<file path="config.mk">
export PLATFORM = sky130hd
export DESIGN_NAME = vehicle_mode_supervisor
export DESIGN_NICKNAME = d
export VERILOG_FILES = /design/src/rtl/vms_pkg.sv /design/src/rtl/vms_step.sv /design/src/rtl/vehicle_mode_supervisor.sv
export VERILOG_INCLUDE_DIRS = /design/src /design/src/rtl
export SDC_FILE = /design/constraint.sdc
export NUM_CORES = 1
export LEC_CHECK = 0
export ABC_AREA = 1
export BUFFER_PORTS_ARGS = -buffer_cell sky130_fd_sc_hd__buf_2
export CORE_MARGIN = 3
export CORE_UTILIZATION = 30
export CTS_CLUSTER_DIAMETER = 150
export DETAILED_ROUTE_END_ITERATION = 8
export GPL_TIMING_DRIVEN = 0
export PLACE_DENSITY = 0.51
export SLEW_MARGIN = 0
export SYNTH_ARGS = -nofsm -noshare
export SYNTH_HDL_FRONTEND = slang
export SYNTH_SLANG_ARGS = --single-unit
</file>
<file path="constraint.sdc">
create_clock -name clk -period 4.3 [get_ports clk]
set_input_delay 0 -clock clk [delete_from_list [all_inputs] [get_ports clk]]
set_output_delay 0 -clock clk [all_outputs]
set_load 0.1 [all_outputs]
</file>
<file path="src/rtl/vehicle_mode_supervisor_defines.svh">
// Assertion macros shared by the vehicle mode supervisor RTL.
`ifndef VEHICLE_MODE_SUPERVISOR_DEFINES_SVH
`define VEHICLE_MODE_SUPERVISOR_DEFINES_SVH

// Same-cycle implication, switched off while reset is high.
`define VMS_ASSERT_IMPLY(label, clk, rst, ante, cons) \
  label: assert property (@(posedge clk) disable iff (rst) (ante) |-> (cons)) \
    else $error("vehicle_mode_supervisor: same-cycle check failed");

// Next-cycle implication, switched off while reset is high.
`define VMS_ASSERT_NEXT(label, clk, rst, ante, cons) \
  label: assert property (@(posedge clk) disable iff (rst) (ante) |=> (cons)) \
    else $error("vehicle_mode_supervisor: next-cycle check failed");

`endif

</file>
<file path="src/rtl/vms_pkg.sv">
// Types, constants and helpers shared by the vehicle mode supervisor.
package vms_pkg;

  localparam int TIME_BITS_DEFAULT = 32;
  localparam int NOW_BITS          = 32;
  localparam int TIMEOUT_BITS      = 16;
  localparam int CFG_INDEX_BITS    = 2;
  localparam int CFG_DATA_BITS     = 16;

  localparam logic [CFG_INDEX_BITS-1:0] REG_HEARTBEAT_TIMEOUT = 2'd0;
  localparam logic [CFG_INDEX_BITS-1:0] REG_ARMING_TIMEOUT    = 2'd1;
  localparam logic [CFG_INDEX_BITS-1:0] REG_ESCALATE          = 2'd2;

  localparam logic [TIMEOUT_BITS-1:0] HEARTBEAT_TIMEOUT_RESET = 16'd200;
  localparam logic [TIMEOUT_BITS-1:0] ARMING_TIMEOUT_RESET    = 16'd5000;

  // Output codes of the mode field.
  localparam logic [2:0] CODE_INIT   = 3'd0;
  localparam logic [2:0] CODE_MANUAL = 3'd1;
  localparam logic [2:0] CODE_ARMING = 3'd2;
  localparam logic [2:0] CODE_AUTO   = 3'd3;
  localparam logic [2:0] CODE_ESTOP  = 3'd4;

  typedef enum logic [2:0] {
    KIND_HEARTBEAT   = 3'd0,
    KIND_OVERRIDE    = 3'd1,
    KIND_STATUS_TICK = 3'd2,
    KIND_REQ_MANUAL  = 3'd3,
    KIND_REQ_AUTO    = 3'd4,
    KIND_REQ_ESTOP   = 3'd5,
    KIND_CLEAR_ESTOP = 3'd6,
    KIND_READY       = 3'd7
  } kind_t;

  typedef enum logic [4:0] {
    ST_INIT   = 5'b00001,
    ST_MANUAL = 5'b00010,
    ST_ARMING = 5'b00100,
    ST_AUTO   = 5'b01000,
    ST_ESTOP  = 5'b10000
  } mode_t;

  typedef struct packed {
    kind_t                kind;
    logic [NOW_BITS-1:0]  now_ms;
  } vms_in_t;

  typedef struct packed {
    logic [2:0] mode;
    logic       success;
    logic       estop_latched;
    logic       start_autopilot;
    logic       stop_autopilot;
  } vms_out_t;

  typedef struct packed {
    logic [TIMEOUT_BITS-1:0] heartbeat_timeout_ms;
    logic [TIMEOUT_BITS-1:0] arming_timeout_ms;
    logic                    escalate_to_estop;
  } vms_cfg_t;

  typedef struct packed {
    mode_t mode;
    logic  latch;
  } vms_ctrl_t;

  function automatic logic [2:0] mode_code(mode_t m);
    logic [2:0] code;
    unique case (m)
      ST_INIT:   code = CODE_INIT;
      ST_MANUAL: code = CODE_MANUAL;
      ST_ARMING: code = CODE_ARMING;
      ST_AUTO:   code = CODE_AUTO;
      ST_ESTOP:  code = CODE_ESTOP;
      default:   code = CODE_INIT;
    endcase
    return code;
  endfunction

endpackage

</file>
<file path="src/rtl/vms_step.sv">
// Transition logic: next supervisor state and result for one event.
module vms_step #(
  parameter int TIME_BITS = vms_pkg::TIME_BITS_DEFAULT
) (
  input  vms_pkg::vms_ctrl_t   ctrl,
  input  logic [TIME_BITS-1:0] arming_start,
  input  logic [TIME_BITS-1:0] last_heartbeat,
  input  vms_pkg::vms_cfg_t    cfg,
  input  vms_pkg::vms_in_t     item,
  output vms_pkg::vms_ctrl_t   ctrl_next,
  output logic [TIME_BITS-1:0] arming_start_next,
  output logic [TIME_BITS-1:0] last_heartbeat_next,
  output vms_pkg::vms_out_t    result
);

  logic [TIME_BITS-1:0] now;
  logic [TIME_BITS-1:0] arming_elapsed;
  logic [TIME_BITS-1:0] heartbeat_elapsed;
  logic                 arming_expired;
  logic                 heartbeat_stale;
  logic                 want;
  vms_pkg::mode_t       target;
  logic                 latch_pre;
  logic                 latch_set;
  logic                 differs;
  logic                 blocked;
  logic                 ok;
  logic                 pulse_start;
  logic                 pulse_stop;

  assign now               = TIME_BITS'(item.now_ms);
  assign arming_elapsed    = now - arming_start;
  assign heartbeat_elapsed = now - last_heartbeat;
  assign arming_expired    = arming_elapsed > TIME_BITS'(cfg.arming_timeout_ms);
  assign heartbeat_stale   = heartbeat_elapsed > TIME_BITS'(cfg.heartbeat_timeout_ms);

  always_comb begin
    want                = 1'b0;
    target              = ctrl.mode;
    latch_pre           = ctrl.latch;
    ok                  = 1'b0;
    pulse_start         = 1'b0;
    pulse_stop          = 1'b0;
    ctrl_next           = ctrl;
    arming_start_next   = arming_start;
    last_heartbeat_next = last_heartbeat;

    // Work out whether the event asks for a move, and to where.
    unique case (item.kind)
      vms_pkg::KIND_HEARTBEAT: begin
        last_heartbeat_next = now;
      end
      vms_pkg::KIND_OVERRIDE: begin
        want   = (ctrl.mode == vms_pkg::ST_AUTO);
        target = vms_pkg::ST_MANUAL;
      end
      vms_pkg::KIND_STATUS_TICK: begin
        if (ctrl.mode == vms_pkg::ST_INIT) begin
          want   = 1'b1;
          target = vms_pkg::ST_MANUAL;
        end else if (ctrl.mode == vms_pkg::ST_ARMING) begin
          want   = arming_expired;
          target = vms_pkg::ST_MANUAL;
        end else if (ctrl.mode == vms_pkg::ST_AUTO) begin
          want   = heartbeat_stale;
          target = cfg.escalate_to_estop ? vms_pkg::ST_ESTOP : vms_pkg::ST_MANUAL;
        end
      end
      vms_pkg::KIND_REQ_MANUAL: begin
        want   = 1'b1;
        target = vms_pkg::ST_MANUAL;
      end
      vms_pkg::KIND_REQ_AUTO: begin
        want   = !ctrl.latch;
        target = vms_pkg::ST_ARMING;
      end
      vms_pkg::KIND_REQ_ESTOP: begin
        want   = 1'b1;
        target = vms_pkg::ST_ESTOP;
      end
      vms_pkg::KIND_CLEAR_ESTOP: begin
        // The latch is cleared whether or not the move succeeds.
        latch_pre = 1'b0;
        want      = 1'b1;
        target    = vms_pkg::ST_MANUAL;
      end
      vms_pkg::KIND_READY: begin
        want   = !ctrl.latch && (ctrl.mode == vms_pkg::ST_ARMING);
        target = vms_pkg::ST_AUTO;
      end
      default: begin
        want = 1'b0;
      end
    endcase

    // Shared transition rule.
    differs   = want && (target != ctrl.mode);
    latch_set = latch_pre | (differs && (target == vms_pkg::ST_ESTOP));
    blocked   = latch_set && (target != vms_pkg::ST_ESTOP)
                && (target != vms_pkg::ST_MANUAL);
    ctrl_next.latch = latch_set;

    if (differs && !blocked) begin
      ok = 1'b1;
      if (target == vms_pkg::ST_ARMING) begin
        arming_start_next = now;
        pulse_start       = 1'b1;
      end
      if (target == vms_pkg::ST_AUTO) begin
        last_heartbeat_next = now;
      end else if (ctrl.mode == vms_pkg::ST_AUTO) begin
        last_heartbeat_next = '0;
        pulse_stop          = 1'b1;
      end
      ctrl_next.mode = target;
    end

    result.mode            = vms_pkg::mode_code(ctrl_next.mode);
    result.success         = ok;
    result.estop_latched   = ctrl_next.latch;
    result.start_autopilot = pulse_start;
    result.stop_autopilot  = pulse_stop;
  end

endmodule

</file>
<file path="src/rtl/vehicle_mode_supervisor.sv">
// Vehicle mode supervisor top level: state, configuration and output buffering.
// Each result is registered in the output buffer. Throughput: one event per cycle
// while the skid register is empty; a two-entry output buffer keeps input ready
// while one result waits, so the state update and compare path sets the rate.
// Reset (rst, synchronous, active high): mode init, latch clear, time stamps 0,
// timeouts 200 ms and 5000 ms, escalation off, output buffer empty.
`include "vehicle_mode_supervisor_defines.svh"

module vehicle_mode_supervisor #(
  parameter int TIME_BITS = vms_pkg::TIME_BITS_DEFAULT
) (
  input  logic                                clk,
  input  logic                                rst,
  input  logic                                in_valid,
  output logic                                in_ready,
  input  vms_pkg::vms_in_t                    in_data,
  output logic                                out_valid,
  input  logic                                out_ready,
  output vms_pkg::vms_out_t                   out_data,
  input  logic                                cfg_we,
  input  logic [vms_pkg::CFG_INDEX_BITS-1:0]  cfg_index,
  input  logic [vms_pkg::CFG_DATA_BITS-1:0]   cfg_data
);

  // Supervisor state.
  vms_pkg::vms_ctrl_t   ctrl;
  vms_pkg::vms_ctrl_t   ctrl_next;
  logic [TIME_BITS-1:0] arming_start;
  logic [TIME_BITS-1:0] arming_start_next;
  logic [TIME_BITS-1:0] last_heartbeat;
  logic [TIME_BITS-1:0] last_heartbeat_next;
  vms_pkg::vms_cfg_t    cfg;

  // Output buffer: the main register drives the port, the skid register
  // catches a result produced while the main one is stalled.
  vms_pkg::vms_out_t    result;
  vms_pkg::vms_out_t    skid_data;
  logic                 skid_valid;
  logic                 in_xfer;
  logic                 out_xfer;

  // Terms used by the checks at the end of the module.
  logic                 start_seen;
  logic                 start_legal;
  logic                 latch_legal;

  assign in_ready = !skid_valid;
  assign in_xfer  = in_valid && in_ready;
  assign out_xfer = out_valid && out_ready;

  vms_step #(
    .TIME_BITS (TIME_BITS)
  ) u_step (
    .ctrl                (ctrl),
    .arming_start        (arming_start),
    .last_heartbeat      (last_heartbeat),
    .cfg                 (cfg),
    .item                (in_data),
    .ctrl_next           (ctrl_next),
    .arming_start_next   (arming_start_next),
    .last_heartbeat_next (last_heartbeat_next),
    .result              (result)
  );

  // Configuration writes; an index past the last register is ignored.
  always_ff @(posedge clk) begin
    if (rst) begin
      cfg.heartbeat_timeout_ms <= vms_pkg::HEARTBEAT_TIMEOUT_RESET;
      cfg.arming_timeout_ms    <= vms_pkg::ARMING_TIMEOUT_RESET;
      cfg.escalate_to_estop    <= 1'b0;
    end else if (cfg_we) begin
      unique case (cfg_index)
        vms_pkg::REG_HEARTBEAT_TIMEOUT: cfg.heartbeat_timeout_ms <= cfg_data;
        vms_pkg::REG_ARMING_TIMEOUT:    cfg.arming_timeout_ms    <= cfg_data;
        vms_pkg::REG_ESCALATE:          cfg.escalate_to_estop    <= cfg_data[0];
        default: begin
        end
      endcase
    end
  end

  // The state moves on at every event transfer.
  always_ff @(posedge clk) begin
    if (rst) begin
      ctrl.mode      <= vms_pkg::ST_INIT;
      ctrl.latch     <= 1'b0;
      arming_start   <= '0;
      last_heartbeat <= '0;
    end else if (in_xfer) begin
      ctrl           <= ctrl_next;
      arming_start   <= arming_start_next;
      last_heartbeat <= last_heartbeat_next;
    end
  end

  // Output buffer control. A new result goes to the main register when that
  // register is empty or being drained this cycle, otherwise to the skid
  // register. A waiting skid entry moves up when the main one is taken.
  always_ff @(posedge clk) begin
    if (rst) begin
      out_valid  <= 1'b0;
      skid_valid <= 1'b0;
    end else begin
      if (skid_valid) begin
        if (out_xfer) begin
          skid_valid <= 1'b0;
        end
      end else if (in_xfer) begin
        if (out_valid && !out_ready) begin
          skid_valid <= 1'b1;
        end else begin
          out_valid <= 1'b1;
        end
      end else if (out_xfer) begin
        out_valid <= 1'b0;
      end
    end
  end

  always_ff @(posedge clk) begin
    if (skid_valid) begin
      if (out_xfer) begin
        out_data <= skid_data;
      end
    end else if (in_xfer) begin
      if (out_valid && !out_ready) begin
        skid_data <= result;
      end else begin
        out_data <= result;
      end
    end
  end

  assign start_seen  = out_valid && out_data.start_autopilot;
  assign start_legal = out_data.success && (out_data.mode == vms_pkg::CODE_ARMING);
  assign latch_legal = (ctrl.mode == vms_pkg::ST_ESTOP) || (ctrl.mode == vms_pkg::ST_MANUAL);

  // A start request is only ever raised together with a successful move into arming.
  `VMS_ASSERT_IMPLY(a_start_means_arming, clk, rst, start_seen, start_legal)

  // While the emergency stop latch is set the block sits in estop or manual.
  `VMS_ASSERT_IMPLY(a_latch_mode, clk, rst, ctrl.latch, latch_legal)

  // The skid register never holds a result ahead of the main register.
  `VMS_ASSERT_IMPLY(a_skid_behind_main, clk, rst, skid_valid, out_valid)

  // An event taken into an empty buffer lands in the main register.
  `VMS_ASSERT_NEXT(a_empty_fill, clk, rst, in_xfer && !out_valid, out_valid && !skid_valid)

endmodule

</file>
### Word level (Yosys, flattened, before mapping)

Cells that the tools add are included.

* register bits after elaboration: 119
* bits of input ports: 58
* output and inout bits: 9
* logic and storage cells: 109

* $add $sub $neg: 2
* magnitude comparators: 2
* equality and inequality tests: 25
* mux-type cells: 33
* bitwise gates (word level): 2
* reduce and logical (&&, ||, !) cells: 26

Operators by type and width (count)
* $mux W32: 4
* $gt A32 B16 Y1: 2
* $sub A32 B32 Y32: 2
* $mux W7: 4
* $mux W5: 5
* $pmux W5 S5: 1
* $mux W1: 17
* $eq A5 B3 Y1 const B: 3
* $eq A5 B4 Y1 const B: 3
* $eq A3 B3 Y1 const B: 4
* $pmux W3 S4: 1
* $reduce_and A3 Y1: 4
* $eq A5 B5 Y1 const B: 2
* $logic_and A1 B1 Y1: 9
* $eq A3 B2 Y1 const B: 2
* $reduce_and A2 Y1: 3
* $reduce_or A3 Y1: 2
* $eq A5 B1 Y1 const B: 1
* $eq A5 B2 Y1 const B: 1
* $ne A5 B2 Y1 const B: 1
* $ne A5 B5 Y1: 1
* $ne A5 B5 Y1 const B: 1
* $pmux W1 S5: 1
* $logic_not A1 Y1: 4
* other kinds (10): 12

### Longest topological paths before layout

* word-level depth: 19
* depth in mapped cells: 36
* mapped depth without buffers: 36

### Cells and area by module

A second synthesis with hierarchy kept.

* cells, all modules: 2146
* area, all modules: 12462.0 um^2

Modules (own cells, without submodules)
* vms_step: instances 1, cells each 1585, area an instance 8012.7 um^2, seq. area each 0.0 um^2
* vehicle_mode_supervisor: instances 1, cells each 561, area an instance 4449.3 um^2, seq. area each 2522.4 um^2

### Worst setup path before layout

No wires, ideal clock.

* path kind: reg2reg
* from: register arming_start[0]
* to: register skid_data[6] in the netlist's numbering (data pin)
* library setup time: 0.255 ns
* arrival time: 3.434 ns
* data required time: 4.045 ns
* setup slack: 0.611 ns
* stages on the path, launching flop included: 29
* path buffers: 1
* clock period less this slack: 3.689 ns
* path through: dfxtp_1 -> ha_1 -> inv_1 -> fa_1 -> nand3_1 -> nand3_1 -> nand3_1 -> nand3_1 -> xor2_1 -> ha_1 -> nand2_1 -> nor4_1 -> nand3_1 -> nand2_1 -> nand2_1 -> nor2_1 -> nand3_1 -> nor2_1 -> nand2_1 -> nand2_1 -> nand3_1 -> nand2_2 -> nand2_4 -> nand2_8 -> buf_4 -> nand2_1 -> nand2_1 -> inv_1 -> and3_1

RTL lines
* start, declared: line vehicle_mode_supervisor.sv:28 `logic [TIME_BITS-1:0] arming_start;`
* start signal, assigned: line vehicle_mode_supervisor.sv:91 `arming_start <= arming_start_next;`
* end signal, assigned: line vehicle_mode_supervisor.sv:127 `skid_data <= result;`
* end, declared: line vehicle_mode_supervisor.sv:37 `vms_pkg::vms_out_t skid_data;`

==> reports/results.tsv <==
metric	value	unit
status	completed	
total_switching_power	1953	µW
critPathMaxFanout	8	
synthesis.area_per_instance	5.714	µm²
report.power.total	4804	µW
numPortBuffers	65	
netlist_area_pre_place	0.01160	mm²
cap_violations	0	
routed_antenna_nets	0	
initial_core_util	0.3059	
path_common_cell	nand2_2	
r2r_end	skid_data[4]	
cts_htree_levels	4	
grt_use_total	0.1975	
dpl_worst_slack	-887.6	ps
syn_inst	2031	
holdPathStages	5	
dr.pass1.iters	6	
floorplan.core_area	0.03793	mm²
routabilityCongestion	0.9081	
ys_dominant_reg_cell	dfxtp_1	
mostFrequentLayoutCell	nand2_1	
cts_sink_cnt	119	
timing.reg2reg.worst_path_depth	29	
setup.worst_path.start	last_heartbeat[0]	
synth-warning-count	0	
pin_count	67	
netlist_top_cells_area	nand2_1 23%, dfxtp_1 18%, inv_1 11%, ha_1 10%, a21oi_1 6.3%	
fin_crit_sh	0.9859	
cpLargestDelayFamily	simple AND/OR/NAND/NOR gates	
design.final.nets	2363	
timing.critical_path.slowest_stage_cell	fa_2	
timing.rr.start	last_heartbeat[0]	
layout.cells.most_common_list	656 x nand2_1, 337 x inv_1, 134 x a21oi_1	
design.die.area	0.04108	mm²
async_flop_share	0	
setup.worst_path.start_class	flip-flop	
synth.lib_cells_used.distinct	43	
grt_pass1_wl	64.34	mm
clkTransAtPathRegs	60	ps
synth_largest_area_cell	nand2_1	
totalWireLength	42.07	mm
post-place-cells	2607	
std_cell_rows	71	
final_layout_size_suffix_gt1_frac	0.1728	
power_density	316.0	mW/mm²
report.final.hold_viol_count	0	
rsz_0062_raised_after_global_routing	true	
clock.fmax	235.9	MHz
finalWorstSetupSlack	60.56	ps
skew	21.21	ps
crit_arrival	4430	ps
hold_ws	62.60	ps
floorplan.die.height	202.7	µm
final_critical_delay_including_setup_and_external_delays	4239	ps
critPathMaxStageDelay	370	ps
synth_seq_area_share	0.2174	
area_delta_synth_final	31.03	%
max-slew-margin-rel	0.5406	
critPathBufInv	3	
cellLeakagePower	0.007602	µW
hold_end	last_heartbeat[0]	
avgRoutedWirePerCell	15.39	µm
routed-via-count	13100	
share_seq_of_total_power	0.257	
route.detailed.drc	0	
yosysTopAreaCellShare	0.2303	
min-delay-start	in_data[0]	
grt_antenna_before_repair	0	
netSwitchingFraction	0.4064	
ys_seq_elements	119	
power_share_of_the_combinational_group	0.437	
clock_insertion_delay_at_the_later_pin_of_the_skew_report	440	ps
cp-end-kind	flip-flop	
report.final.setup_viol	0	
numCtsBuffers	17	
cts-root-to-sink-buffers	2	
fin_setup_tns	0	ps
timing.critical_path.required	4490	ps
die_w	202.7	µm
worst_ir_drop_vdd	311.5	µV
path_type_of_the_worst_setup_path	reg2reg	
final-instance-count-excl-fill	2733	
regToRegSetupSlack	60	ps
post_drt_via_cell_ratio	4.794	
detail_route.iter0.violations	949	
synth_nets	2185	
dp.final_hpwl	33.46	mm
slew_violations	0	
timing.hold.worst.class	in2reg	
cts_tree	yes	
worst-slew-pin-transition	689.2	ps
power_frac_clock	0.306	
clk_root_buffer_cell	clkbuf_16	
grt.overflow.total	0	
synth_edf_count	14	
grt_pass1_vias	11860	
pin_count_of_the_biggest_net_entering_global_routing	17	
internal_power	2852	µW
antenna_cells	0	
[final cells by class]
class,count,area [µm²]
buffer,55,296.5
clock buffer,17,425.4
clock inverter,15,162.7
fill,4203,22730
inverter,383,1450
multi-input combinational,1475,8468
sequential,119,2534
tap,511,639.4
timing repair buffer,158,1230
[worst reg2reg max path: cells and delay by family (launching register included)]
| family | cells | cell delay (ps) |
|---|---|---|
| xor gates and xnor gates | 1 | 250 |
| buffers and inverters | 3 | 380 |
| DFF | 1 | 340 |
| AOI/OAI and AO/OA | 2 | 200 |
| adders and majority gates | 3 | 700 |
| and+or+nand+nor | 20 | 2120 |
[layer usage]
metal  GRT usage  routed length, µm  part of all wire
met1      0.2736              20540              0.49
met2      0.3133              18500              0.44
met3     0.03078               1873             0.045
met4     0.06756               1156             0.027
met5           0                  0                 0
[cell usage after synthesis (4+ instances only)]
cell / number
o21ai_1: 38
a21oi_1: 146
xor2_1: 28
o21ai_0: 132
nor3_1: 11
nand3_1: 119
clkinv_1: 5
buf_2: 5
and2_1: 11
nand4_1: 20
inv_2: 30
nor2_1: 112
clkbuf_1: 40
o211ai_1: 10
buf_4: 4
nand3b_1: 5
dfxtp_1: 105
nor2_2: 5
o21bai_1: 5
ha_1: 94
inv_1: 346
edfxtp_1: 14
nand2_1: 712
[cells by family after synthesis]
| logic type | after synthesis | synth area share |
|---|---|---|
| simple gates | 1009 | 0.3571 |
| buf+inv | 438 | 0.1459 |
| compound gates | 338 | 0.1514 |
| flops | 119 | 0.2174 |
| fa+ha+maj | 96 | 0.1048 |
| xor+xnor | 30 | 0.02264 |
| mux | 1 | 0.0008626 |
[worst max-delay path by stage]
stage                           end  slack (ps)  cells past startpoint
CTS                    skid_data[6]          -5                     31
finish                 skid_data[4]          60                     29
global route        arming_start[6]        -200                     32
floorplan              skid_data[6]         610                     28
global placement        out_data[5]        -870                     32
detailed placement     skid_data[6]        -890                     31
[sequential cells by signal (all words and copies together), names as in the netlist]
register / count
arming_start: 32
cfg: 33
skid_data: 7
last_heartbeat: 32
ctrl: 6
skid_valid: 1
out_valid: 1
out_data: 7
[repair_timing]
action	in CTS	in global routing
endpoints found under the setup margin	84	84
hold buffers	52	0
setup buffers	10	27
gates cloned	1	4
endpoints found under the hold margin	67	0
gates resized for setup	91	164
pin swaps	14	44
[per-stage QoR]
stage / instance area [µm²] / utilization
floorplan: 11600 / -
global placement: 12570 / 0.3314
detailed placement: 12570 / 0.3314
CTS: 14240 / 0.3754
global route: 15210 / 0.4009
finish: 15210 / 0.4009
[power by group through the flow]
stage	clock, µW	sequential (µW)	combinational (µW)
2_1_floorplan	0	1300	1160
4_1_cts	1500	1230	1870
6_report	1470	1230	2100
5_1_grt	1550	1240	2360
3_5_place_dp	0	1250	1680
3_3_place_gp	0	1250	1660
Note: power is estimated with default switching activity, not from simulation.
